<file path="src/tfpf_pkg.sv">
// tfpf_pkg: shared types, constants and helpers of the tlv field path finder
// used by the channel interfaces and every module of the block

package tfpf_pkg;

  localparam int MAX_PATH_DEPTH = 4;
  localparam int NUM_PATH_TYPES = 4;
  localparam int LEVEL_W = (MAX_PATH_DEPTH > 1) ? $clog2(MAX_PATH_DEPTH) : 1;
  localparam int DEPTH_W = 3;
  localparam int CFG_INDEX_W = 3;
  localparam int CFG_DATA_W = 32;

  localparam logic [15:0] ID_INVALID = 16'hFFFF;
  localparam logic [15:0] TYPE_MASK = 16'hFFF0;
  localparam logic [3:0] NIB_LEN1 = 4'hD;
  localparam logic [3:0] NIB_LEN2 = 4'hE;
  localparam logic [3:0] NIB_LEN4 = 4'hF;

  typedef enum logic [CFG_INDEX_W-1:0] {
    REG_BUFFER_LENGTH = 3'd0,
    REG_PATH_DEPTH    = 3'd1,
    REG_PATH_TYPE_0   = 3'd2,
    REG_PATH_TYPE_1   = 3'd3,
    REG_PATH_TYPE_2   = 3'd4,
    REG_PATH_TYPE_3   = 3'd5
  } reg_index_t;

  typedef enum logic [1:0] {
    ST_FOUND     = 2'd0,
    ST_NOT_FOUND = 2'd1,
    ST_TRUNCATED = 2'd2
  } status_t;

  typedef enum logic [2:0] {
    PH_START = 3'd0,
    PH_HDR0  = 3'd1,
    PH_HDR1  = 3'd2,
    PH_LEN   = 3'd3,
    PH_SKIP  = 3'd4
  } phase_t;

  typedef struct packed {
    logic [31:0]                     buffer_length;
    logic [DEPTH_W-1:0]              path_depth;
    logic [NUM_PATH_TYPES-1:0][15:0] path_type;
  } cfg_t;

  typedef struct packed {
    logic [7:0] byte_value;
    logic       last_byte;
  } byte_item_t;

  function automatic logic [DEPTH_W-1:0] eff_depth(input logic [DEPTH_W-1:0] depth);
    logic [DEPTH_W-1:0] lim;
    lim = DEPTH_W'(MAX_PATH_DEPTH);
    return (depth > lim) ? lim : depth;
  endfunction

  // masked path type of a level, zero beyond the configured types
  function automatic logic [15:0] path_want(input cfg_t c, input logic [LEVEL_W-1:0] lvl);
    logic [15:0] want;
    want = '0;
    for (int i = 0; i < NUM_PATH_TYPES; i++) begin
      if (32'(lvl) == 32'(i)) begin
        want = c.path_type[i] & TYPE_MASK;
      end
    end
    return want;
  endfunction

endpackage

</file>
<file path="src/tfpf_ifs.sv">
// tfpf channel interfaces: byte stream, result and configuration write
// depends on tfpf_pkg for widths and types

interface tfpf_byte_if import tfpf_pkg::*; ();
  logic       valid;
  logic       ready;
  logic [7:0] byte_value;
  logic       last_byte;

  modport source (output valid, byte_value, last_byte, input ready);
  modport sink (input valid, byte_value, last_byte, output ready);
endinterface

interface tfpf_result_if import tfpf_pkg::*; ();
  logic        valid;
  logic        ready;
  status_t     status;
  logic [31:0] content_offset;
  logic [31:0] content_size;

  modport source (output valid, status, content_offset, content_size, input ready);
  modport sink (input valid, status, content_offset, content_size, output ready);
endinterface

interface tfpf_cfg_if import tfpf_pkg::*; ();
  logic                   valid;
  logic                   ready;
  logic [CFG_INDEX_W-1:0] index;
  logic [CFG_DATA_W-1:0]  data;

  modport source (output valid, index, data, input ready);
  modport sink (input valid, index, data, output ready);
endinterface

</file>
<file path="src/tfpf_cfg_regs.sv">
// tfpf_cfg_regs: configuration register file, one write word per cycle
// depends on tfpf_pkg and tfpf_cfg_if

module tfpf_cfg_regs import tfpf_pkg::*; (
  input  logic       clk,
  input  logic       rst,
  tfpf_cfg_if.sink   cfg,
  output cfg_t       regs
);

  assign cfg.ready = 1'b1;

  always_ff @(posedge clk) begin
    if (rst) begin
      regs.buffer_length <= '0;
      regs.path_depth    <= DEPTH_W'(1);
      regs.path_type     <= '0;
    end else if (cfg.valid) begin
      case (cfg.index)
        REG_BUFFER_LENGTH: regs.buffer_length <= cfg.data[31:0];
        REG_PATH_DEPTH:    regs.path_depth <= cfg.data[DEPTH_W-1:0];
        REG_PATH_TYPE_0:   regs.path_type[0] <= cfg.data[15:0];
        REG_PATH_TYPE_1:   regs.path_type[1] <= cfg.data[15:0];
        REG_PATH_TYPE_2:   regs.path_type[2] <= cfg.data[15:0];
        REG_PATH_TYPE_3:   regs.path_type[3] <= cfg.data[15:0];
        default: ;
      endcase
    end
  end

endmodule

</file>
<file path="src/tfpf_in_stage.sv">
// tfpf_in_stage: input register between the byte channel and the parser
// depends on tfpf_pkg and tfpf_byte_if

module tfpf_in_stage import tfpf_pkg::*; (
  input  logic       clk,
  input  logic       rst,
  tfpf_byte_if.sink  stream,
  output logic       item_valid,
  output byte_item_t item,
  input  logic       item_ready
);

  assign stream.ready = !item_valid || item_ready;

  always_ff @(posedge clk) begin
    if (rst) begin
      item_valid <= 1'b0;
    end else if (stream.ready) begin
      item_valid <= stream.valid;
    end
  end

  always_ff @(posedge clk) begin
    if (stream.ready && stream.valid) begin
      item.byte_value <= stream.byte_value;
      item.last_byte  <= stream.last_byte;
    end
  end

endmodule

</file>
<file path="src/tfpf_parser.sv">
// tfpf_parser: per-word tlv parse step, path match and result register
// depends on tfpf_pkg and tfpf_result_if

module tfpf_parser import tfpf_pkg::*; (
  input  logic          clk,
  input  logic          rst,
  input  cfg_t          cfg,
  input  logic          item_valid,
  input  byte_item_t    item,
  output logic          item_ready,
  tfpf_result_if.source result
);

  phase_t             phase, phase_next;
  logic [15:0]        id_acc, id_next;
  logic [31:0]        len_acc, len_next;
  logic [2:0]         len_left, len_left_next;
  logic [31:0]        region, region_next;
  logic [31:0]        field, field_next;
  logic [LEVEL_W-1:0] level, level_next;
  logic [31:0]        pos, pos_next;
  logic               decided, decided_next;
  logic               match_f, match_next;
  logic [31:0]        found_offset, found_offset_next;
  logic [31:0]        found_size, found_size_next;

  logic               fire;
  logic               take_last;

  assign item_ready = !item.last_byte || !result.valid || result.ready;
  assign fire = item_valid && item_ready;
  assign take_last = fire && item.last_byte;

  always_comb begin
    phase_t             cur_phase;
    logic [31:0]        cur_region;
    logic [31:0]        cur_pos;
    logic [LEVEL_W-1:0] cur_level;
    logic [DEPTH_W-1:0] eff;
    logic [31:0]        region_dec;
    logic [31:0]        pos_inc;
    logic [15:0]        id_full;
    logic [3:0]         nib;
    logic [2:0]         extra;
    logic               hd_go;
    logic [31:0]        hd_len;
    logic [DEPTH_W:0]   lvl_plus;

    phase_next        = phase;
    id_next           = id_acc;
    len_next          = len_acc;
    len_left_next     = len_left;
    region_next       = region;
    field_next        = field;
    level_next        = level;
    pos_next          = pos;
    decided_next      = decided;
    match_next        = match_f;
    found_offset_next = found_offset;
    found_size_next   = found_size;

    eff        = eff_depth(cfg.path_depth);
    cur_phase  = phase;
    cur_region = region;
    cur_pos    = pos;
    cur_level  = level;
    if (phase == PH_START) begin
      cur_phase  = PH_HDR0;
      cur_region = cfg.buffer_length;
      cur_pos    = '0;
      cur_level  = '0;
    end
    region_dec = cur_region - 32'd1;
    pos_inc    = cur_pos + 32'd1;
    id_full    = {id_acc[15:8], item.byte_value};
    nib        = id_full[3:0];
    case (nib)
      NIB_LEN1: extra = 3'd1;
      NIB_LEN2: extra = 3'd2;
      NIB_LEN4: extra = 3'd4;
      default:  extra = 3'd0;
    endcase
    hd_go    = 1'b0;
    hd_len   = '0;
    lvl_plus = (DEPTH_W + 1)'(cur_level) + (DEPTH_W + 1)'(1);

    if (!decided) begin
      if (phase == PH_START && (eff == '0 || cfg.buffer_length < 32'd2)) begin
        phase_next   = PH_HDR0;
        region_next  = cfg.buffer_length;
        pos_next     = '0;
        level_next   = '0;
        decided_next = 1'b1;
        match_next   = 1'b0;
      end else begin
        phase_next  = cur_phase;
        region_next = region_dec;
        pos_next    = pos_inc;
        level_next  = cur_level;
        case (cur_phase)
          PH_HDR0: begin
            id_next    = {item.byte_value, 8'h00};
            phase_next = PH_HDR1;
          end
          PH_HDR1: begin
            id_next = id_full;
            if (id_full == ID_INVALID || region_dec < 32'(extra)) begin
              decided_next = 1'b1;
              match_next   = 1'b0;
            end else if (extra == 3'd0) begin
              hd_len   = 32'(nib);
              len_next = 32'(nib);
              hd_go    = 1'b1;
            end else begin
              len_next      = '0;
              len_left_next = extra;
              phase_next    = PH_LEN;
            end
          end
          PH_LEN: begin
            hd_len        = {len_acc[23:0], item.byte_value};
            len_next      = hd_len;
            len_left_next = len_left - 3'd1;
            hd_go         = (len_left == 3'd1);
          end
          default: begin
            field_next = field - 32'd1;
            if (field == 32'd1) begin
              phase_next = PH_HDR0;
            end
          end
        endcase

        if (hd_go) begin
          if (hd_len > region_dec) begin
            decided_next = 1'b1;
            match_next   = 1'b0;
          end else if ((id_next & TYPE_MASK) == path_want(cfg, cur_level)) begin
            if (lvl_plus >= {1'b0, eff}) begin
              decided_next      = 1'b1;
              match_next        = 1'b1;
              found_offset_next = pos_inc;
              found_size_next   = hd_len;
            end else begin
              region_next = hd_len;
              level_next  = cur_level + LEVEL_W'(1);
              phase_next  = PH_HDR0;
            end
          end else if (hd_len == '0) begin
            phase_next = PH_HDR0;
          end else begin
            field_next = hd_len;
            phase_next = PH_SKIP;
          end
        end

        if (!decided_next && phase_next == PH_HDR0 && region_next < 32'd2) begin
          decided_next = 1'b1;
          match_next   = 1'b0;
        end
      end
    end
  end

  always_ff @(posedge clk) begin
    if (rst || take_last) begin
      phase    <= PH_START;
      id_acc   <= '0;
      len_acc  <= '0;
      len_left <= '0;
      region   <= '0;
      field    <= '0;
      level    <= '0;
      pos      <= '0;
      decided  <= 1'b0;
      match_f  <= 1'b0;
    end else if (fire) begin
      phase    <= phase_next;
      id_acc   <= id_next;
      len_acc  <= len_next;
      len_left <= len_left_next;
      region   <= region_next;
      field    <= field_next;
      level    <= level_next;
      pos      <= pos_next;
      decided  <= decided_next;
      match_f  <= match_next;
    end
  end

  always_ff @(posedge clk) begin
    if (fire) begin
      found_offset <= found_offset_next;
      found_size   <= found_size_next;
    end
  end

  // result register
  always_ff @(posedge clk) begin
    if (rst) begin
      result.valid <= 1'b0;
    end else if (take_last) begin
      result.valid <= 1'b1;
    end else if (result.ready) begin
      result.valid <= 1'b0;
    end
  end

  always_ff @(posedge clk) begin
    if (take_last) begin
      if (!decided_next) begin
        result.status         <= ST_TRUNCATED;
        result.content_offset <= '0;
        result.content_size   <= '0;
      end else if (match_next) begin
        result.status         <= ST_FOUND;
        result.content_offset <= found_offset_next;
        result.content_size   <= found_size_next;
      end else begin
        result.status         <= ST_NOT_FOUND;
        result.content_offset <= '0;
        result.content_size   <= '0;
      end
    end
  end

endmodule

</file>
<file path="src/tlv_field_path_finder_unit.sv">
// tlv_field_path_finder_unit: top level of the tlv field path finder
// a result word leaves the result register once the word carrying last_byte is
//   accepted and passes the input register, then the parse step
// throughput: one byte word per cycle; only a last word waits, while a result is held
// reset: synchronous, clears parse state, result register and configuration defaults
// depends on tfpf_pkg, tfpf_ifs, tfpf_cfg_regs, tfpf_in_stage, tfpf_parser

module tlv_field_path_finder_unit import tfpf_pkg::*; (
  input  logic          clk,
  input  logic          rst,
  tfpf_cfg_if.sink      cfg,
  tfpf_byte_if.sink     stream,
  tfpf_result_if.source result
);

  cfg_t       cfg_q;
  logic       item_valid;
  byte_item_t item;
  logic       item_ready;

  tfpf_cfg_regs u_cfg_regs (
    .clk  (clk),
    .rst  (rst),
    .cfg  (cfg),
    .regs (cfg_q)
  );

  tfpf_in_stage u_in_stage (
    .clk        (clk),
    .rst        (rst),
    .stream     (stream),
    .item_valid (item_valid),
    .item       (item),
    .item_ready (item_ready)
  );

  tfpf_parser u_parser (
    .clk        (clk),
    .rst        (rst),
    .cfg        (cfg_q),
    .item_valid (item_valid),
    .item       (item),
    .item_ready (item_ready),
    .result     (result)
  );

  a_last_gives_result: assert property (@(posedge clk) disable iff (rst)
    item_valid && item_ready && item.last_byte |=> result.valid)
    else $error("last word consumed without a result");

  a_miss_is_zero: assert property (@(posedge clk) disable iff (rst)
    result.valid && result.status != ST_FOUND |->
      result.content_offset == 32'd0 && result.content_size == 32'd0)
    else $error("offset or size nonzero on a miss");

  a_held_word_kept: assert property (@(posedge clk) disable iff (rst)
    item_valid && !item_ready |=> item_valid && $stable(item))
    else $error("stalled input word lost");

  a_stall_only_on_last: assert property (@(posedge clk) disable iff (rst)
    !item_ready |-> item.last_byte && result.valid && !result.ready)
    else $error("parser stalled without a pending result");

endmodule

</file>
<file path="src/flat_wrapper.sv">
// flat-port wrapper written by rule: the top's interface ports become plain ports
module tlv_field_path_finder_unit_flat import tfpf_pkg::*;
  (clk, rst, cfg_valid, cfg_index, cfg_data, cfg_ready, stream_valid, stream_byte_value, stream_last_byte, stream_ready, result_valid, result_status, result_content_offset, result_content_size, result_ready);
  tfpf_cfg_if cfg_i ();
  tfpf_byte_if stream_i ();
  tfpf_result_if result_i ();
  input  logic clk;
  input  logic rst;
  input wire logic [$bits(cfg_i.valid)-1:0] cfg_valid;
  input wire logic [$bits(cfg_i.index)-1:0] cfg_index;
  input wire logic [$bits(cfg_i.data)-1:0] cfg_data;
  output wire logic [$bits(cfg_i.ready)-1:0] cfg_ready;
  input wire logic [$bits(stream_i.valid)-1:0] stream_valid;
  input wire logic [$bits(stream_i.byte_value)-1:0] stream_byte_value;
  input wire logic [$bits(stream_i.last_byte)-1:0] stream_last_byte;
  output wire logic [$bits(stream_i.ready)-1:0] stream_ready;
  output wire logic [$bits(result_i.valid)-1:0] result_valid;
  output wire logic [$bits(result_i.status)-1:0] result_status;
  output wire logic [$bits(result_i.content_offset)-1:0] result_content_offset;
  output wire logic [$bits(result_i.content_size)-1:0] result_content_size;
  input wire logic [$bits(result_i.ready)-1:0] result_ready;
  assign cfg_i.valid = cfg_valid;
  assign cfg_i.index = cfg_index;
  assign cfg_i.data = cfg_data;
  assign cfg_ready = cfg_i.ready;
  assign stream_i.valid = stream_valid;
  assign stream_i.byte_value = stream_byte_value;
  assign stream_i.last_byte = stream_last_byte;
  assign stream_ready = stream_i.ready;
  assign result_valid = result_i.valid;
  assign result_status = result_i.status;
  assign result_content_offset = result_i.content_offset;
  assign result_content_size = result_i.content_size;
  assign result_i.ready = result_ready;
  tlv_field_path_finder_unit u_core (.clk(clk), .rst(rst), .cfg(cfg_i), .stream(stream_i), .result(result_i));
endmodule
</file>
<file path="config.mk">
export PLATFORM = sky130hd
export DESIGN_NAME = tlv_field_path_finder_unit_flat
export DESIGN_NICKNAME = d
export VERILOG_FILES = /design/src/tfpf_pkg.sv /design/src/tfpf_ifs.sv /design/src/tfpf_cfg_regs.sv /design/src/tfpf_in_stage.sv /design/src/tfpf_parser.sv /design/src/tlv_field_path_finder_unit.sv /design/src/flat_wrapper.sv
export SDC_FILE = /design/constraint.sdc
export NUM_CORES = 1
export LEC_CHECK = 0
export ABC_CLOCK_PERIOD_IN_PS = 7400
export BUFFER_PORTS_ARGS = -buffer_cell sky130_fd_sc_hd__buf_4
export CORE_UTILIZATION = 32
export CTS_BUF_LIST = sky130_fd_sc_hd__clkbuf_16
export DETAILED_ROUTE_END_ITERATION = 10
export HOLD_SLACK_MARGIN = 0.12
export PLACE_DENSITY = 0.46
export SLEW_MARGIN = 20
export SYNTH_ARGS = -nofsm -noshare
export SYNTH_HDL_FRONTEND = slang
export SYNTH_HIERARCHICAL = 1
export SYNTH_SLANG_ARGS = --single-unit
</file>
<file path="constraint.sdc">
create_clock -name clk -period 7.4 [get_ports clk]
set_clock_uncertainty 0.15 [all_clocks]
set_input_delay 1.48 -clock clk [delete_from_list [all_inputs] [get_ports clk]]
set_output_delay 1.48 -clock clk [all_outputs]
set_load 0.01 [all_outputs]
</file>
==> results of run 1 <==
==> cell usage in the layout, fill, tap and decap left out, types with 15 or more instances in the layout <==
cell	count
mux2i_1	195
nand2_1	240
nor3_1	57
nand3_1	63
dfxtp_1	227
clkbuf_16	46
o31ai_1	15
a22oi_1	48
edfxtp_1	139
nor2_1	175
o21ai_1	63
xnor2_1	41
inv_1	72
a21oi_1	83
buf_4	180
ha_1	46
xor2_1	27
or3_1	18
o21ai_0	91
o22ai_1	15
nor4_1	28
and3_1	20
nand2b_1	125
a21boi_1	64
nand4_1	31
==> registers in the layout, summed over array words and instances, names as in the netlist, 32 cells and up, named ones only <==
signal	count
u_core/u_cfg_regs/regs	83
u_core/u_parser/found_offset	32
u_core/u_parser/pos	32
u_core/u_parser/result.content_size	32
u_core/u_parser/result.content_offset	32
u_core/u_parser/region	32
u_core/u_parser/field	32
u_core/u_parser/found_size	32
==> through the flow <==
stage / setup WS [ps] / util, % / area, um^2 / total power, W / hold WS [ps]
after floorplan: 5.26 / - / 20500 / 0.00289 / 293
after global placement: 394 / 35.5 / 22400 / 0.00325 / 308
after detailed placement: 228 / 35.5 / 22400 / 0.00326 / 317
after CTS: 166 / 37.8 / 23900 / 0.00549 / 328
after global routing: 38.2 / 37.8 / 23900 / 0.00566 / 347
final: 489 / 37.8 / 23900 / 0.00542 / 326
==> cell type report <==
type                            instances  area share [%]
Tap cell                              846            4.43
Inverter                               59           0.926
Multi-Input combinational cell       1681            45.9
Sequential cell                       366            36.5
Timing Repair Buffer                  186            6.15
Clock inverter                         40            1.33
Clock buffer                           46            4.81
==> tightest hold or removal path: stages, from the launching register on <==
cell      delay [ps]
dfxtp_1          310
nand2b_1          60
mux2i_1           60
==> per-layer routing <==
layer,track usage [%],vias up,wire length (um)
met5,0,-,0
met1,26.8,8472,29600
met3,2.40,98,2770
met4,6.72,0,1960
li1,-,8349,-
met2,35.2,423,32900
==> path summary, 6_finish.rpt <==
path | from | endpoint | slack, ps | cells past startpoint
max reg2reg | u_core/u_parser/phase[0]$_SDFFE_PP0P_ | u_core/u_parser/result.content_offset[13]$_SDFFCE_PN0P_ | 490 | 26
max | u_core/u_parser/phase[0]$_SDFFE_PP0P_ | u_core/u_parser/result.content_offset[13]$_SDFFCE_PN0P_ | 490 | 26
min reg2reg | u_core/u_cfg_regs/regs[10]$_SDFFE_PP0P_ | u_core/u_cfg_regs/regs[10]$_SDFFE_PP0P_ | 330 | 2
min | u_core/u_cfg_regs/regs[10]$_SDFFE_PP0P_ | u_core/u_cfg_regs/regs[10]$_SDFFE_PP0P_ | 330 | 2
==> power groups by stage <==
stage                     logic (W)  registers (W)  clock network, W
final                       0.00102        0.00220           0.00219
after floorplan            0.000660        0.00223                 0
after global placement      0.00100        0.00224                 0
after CTS                   0.00102        0.00220           0.00227
after detailed placement    0.00102        0.00224                 0
after global routing        0.00111        0.00221           0.00235
==> summary.txt, run 1 <==
clock latency on the worst-skew pair: 600 ps
RSZ-0062 raised after global routing: no
Mapped Cells: 2247
Die Ht: 255 um
drt wl/cell: 20.9 um
net count after synthesis: 2342
Rel. slew slack: 23.1%
logic gate share of total power: 18.9%
Layout area overhead: 16.6%
core box area: 0.0632 mm^2
Final Setup Violations: 0
Initial DRT Pass Iterations: 9
CTS max path bufs: 3
Die X: 255 um
Fillers: 6466
Crit path max-delay family: compound AO/OA/AOI/OAI gates
synthesized area per cell: 9.13 um^2
Critical Path AT: 7180 ps
drt first-iter violations: 1305
CTS resizes: 0
largest net degree at the start of global routing: 119
Max VDD drop: 0.150 mV
layout cells sized above 1: 12.9%
PD cells: 227 mW/mm^2
Final Wtd Congestion: 0.902
top fanout value on the critical path: 60
HPWL Detailed: 48200 um
GRT Overall Usage: 20.5%
Slew Viols, Final: 0
Req. time, crit path: 7670 ps
sequential share of power: 40.6%
first-pass GRT wire length: 103000 um
status: complete, but fails checks
DRC violations left: 1
min cycle time layout: 6910 ps
Port Buffer Count: 116
LEAKAGE: 9.44 nW
Switching Fraction: 29.5%
WP buf/inv: 3
starting density of the core: 32.5%
DP Cell Count: 3138
Die ar.: 0.0651 mm^2
Synth Cell Area: 0.0205 mm^2
Slew @ Worst Pin: 1140 ps
CTS Hold Bufs: 0
cts bufs inserted: 46
Crit path largest cell delay: 420 ps
total gr overflow: 0
final period utilization: 93.4%
Clock Power Share: 40.5%
CTS sink cnt: 366
Net count, final: 2435
Setup TNS: 0 ps
CTS tree: yes
# rows: 92
H-tree levels: 2
HP Class: reg2reg
failing checks: design-rule violations
routed wire length: 67200 um
maxcap violations: 0
switching power: 0.00160 W
Final Hold Fails: 0
Via density: 5.38
initial antenna violation count: 1
WS Path Type: reg2reg
area of the multi-input gates: 0.0110 mm^2
CP max-delay cell: mux2i_2
Internal: 0.00382 W
yosys warns: 6
Boundary Pins: 118
non-filler cells, final: 3224
Setup Buffers After CTS: 0
startpoint types: flop
clk slew on worst S/H paths: 60 ps
clock root buffer: clkbuf_16
Worst setup EP type: flop
number of global-route vias before repair: 16.8k
via count: 17.3k
Inserted Diodes: 0
register area: 0.00872 mm^2
post-route ant nets: 0
f_max: 145 MHz
Power figures use the tool's default switching activity.
==> run 2: changes to the inputs <==
ABC_AREA = 1   (was default)
==> run 2 against run 1 <==
Sequential power about the same. Via count grew 9.7%. The flow now finishes without violations. Flip-flop and latch count unchanged. Combinational power about the same. Global-route usage shrank 1.1 points. Largest cell class unchanged.
==> summary.txt, run 2 <==
Die X: 261 um
final period utilization: 93.3%
Final Wtd Congestion: 0.915
Critical Path AT: 7070 ps
CTS tree: yes
CP dominant cell by count: nand2_1
HPWL Detailed: 48600 um
Fillers: 7078
CP startpoint: u_core/u_parser/phase[2]$_SDFFE_PP0P_
CP max-delay cell: o21ai_0
f_max: 145 MHz
Layout area overhead: 14.2%
Boundary Pins: 118
most common cell after layout, fill and taps aside: nand2_1
initial antenna violation count: 4
CTS resizes: 0
largest net degree at the start of global routing: 84
Max VDD drop: 0.146 mV
layout cells sized above 1: 13.6%
Slew @ Worst Pin: 912 ps
CTS sink cnt: 366
maxcap violations: 0
GR Util met2: 30.5%
drt wl/cell: 16.8 um
min cycle time layout: 6910 ps
total gr overflow: 0
via count: 19.0k
Crit path largest cell delay: 540 ps
clock latency on the worst-skew pair: 590 ps
H-tree levels: 2
status: finished clean
drt first-iter violations: 1597
Setup TNS: 0 ps
GRT Overall Usage: 19.4%
Port Buffer Count: 116
startpoint types: flop
Slew Viols, Final: 0
routed wire length: 66100 um
Setup Buffers After CTS: 0
HP Class: reg2reg
hold wc startpoint: u_core/u_parser/len_acc[1]$_SDFFE_PP0P_
starting density of the core: 32.6%
GRT met1 Usage: 27.6%
WS Path Type: reg2reg
synthesized area per cell: 7.26 um^2
Die Ht: 261 um
setup ws final: 494 ps
Via density: 4.85
Worst setup EP type: flop
final core occ: 37.2%
first-pass GRT wire length: 104000 um
clock root buffer: clkbuf_16
Final Setup Violations: 0
RSZ-0062 raised after global routing: no
cts bufs inserted: 45
Die ar.: 0.0683 mm^2
global route hottest layer: met2
Rel. slew slack: 39.2%
DRC violations left: 0
DP Worst Slack: 507 ps
CTS max path bufs: 3
number of global-route vias before repair: 17.9k
final hold slack: 311 ps
post-route ant nets: 0
met3 Resource Use GR: 2.56%
most frequent cells in the layout: nand2_1, nor2_1, inv_1, dfxtp_1, a21oi_1
register with the most flip-flops: u_core/u_cfg_regs/regs
core box area: 0.0661 mm^2
top fanout value on the critical path: 39
Final Hold Fails: 0
clk slew on worst S/H paths: 60 ps
net count after synthesis: 3059
reg2reg start: u_core/u_parser/phase[2]$_SDFFE_PP0P_
Initial DRT Pass Iterations: 10
# rows: 94
Mapped Cells: 2964
Net count, final: 3118
yosys warns: 6
Req. time, crit path: 7570 ps
CTS Hold Bufs: 0
max reg flops: 83
PD cells: 221 mW/mm^2
LEAKAGE: 10.6 nW
Synth Cell Area: 0.0215 mm^2
-- run 2: changes by cell type in the layout (fill, tap and decap cells not counted), sizes merged, moves of 109 or more --
| cell | before | now |
|---|---|---|
| a21oi | 87 | 203 |
| inv | 75 | 384 |
| mux2i | 196 | 0 |
| nand2 | 247 | 696 |
| nand2b | 128 | 0 |
| nand3 | 63 | 172 |
| nor2 | 179 | 464 |
-- run 2: area by class of cell --
cell class	count	area, um^2	share of cell area, %
diodes	1	2.50	0.0102
clock inverters	38	337	1.37
well taps	864	1080	4.40
clock buffers	45	1130	4.58
multi-input cells	2072	10600	43.1
repair buffers	161	1300	5.29
flip-flops and latches	366	8720	35.5
inverters	377	1420	5.77
-- run 2: critical path: cells and delay by family, from the launching register on --
family,cells,cell delay [ps]
xor gates and xnor gates,1,360
and+or+nand+nor,28,3410
adders and majority gates,2,520
buffers and inverters,5,850
AOI/OAI and AO/OA,5,910
DFF,1,400
-- run 2: path summary, 6_finish.rpt --
path	depth (start not counted)	endpoint	slack (ps)
hold / removal	2	u_core/u_parser/len_acc[1]$_SDFFE_PP0P_	310
setup reg to reg	41	u_core/u_parser/result.content_offset[4]$_SDFFCE_PN0P_	490
hold reg to reg	2	u_core/u_parser/len_acc[1]$_SDFFE_PP0P_	310
setup / recovery	41	u_core/u_parser/result.content_offset[4]$_SDFFCE_PN0P_	490
-- run 2: per-stage QoR --
stage / total power, W / cell area [um^2] / std cells
global placement: 0.00329 / 23100 / 3840
finish: 0.00544 / 24600 / 3924
detailed placement: 0.00328 / 23100 / 3840
global route: 0.00572 / 24600 / 3924
floorplan: 0.00295 / 21500 / 2964
CTS: 0.00551 / 24600 / 3923
-- run 2: power by group --
group	switching [W]	internal (W)
sequential	0.0000367	0.00216
clock	0.000908	0.00128
combinational	0.000749	0.000301
total	0.00169	0.00374
-- run 2: layer usage --
layer	part of all wire [%]	vias up	wire, um
met4	2.4	4	1620
met3	4.8	90	3190
met2	44	427	29300
li1	-	9648	-
met1	48	8853	31900
met5	0.039	-	26
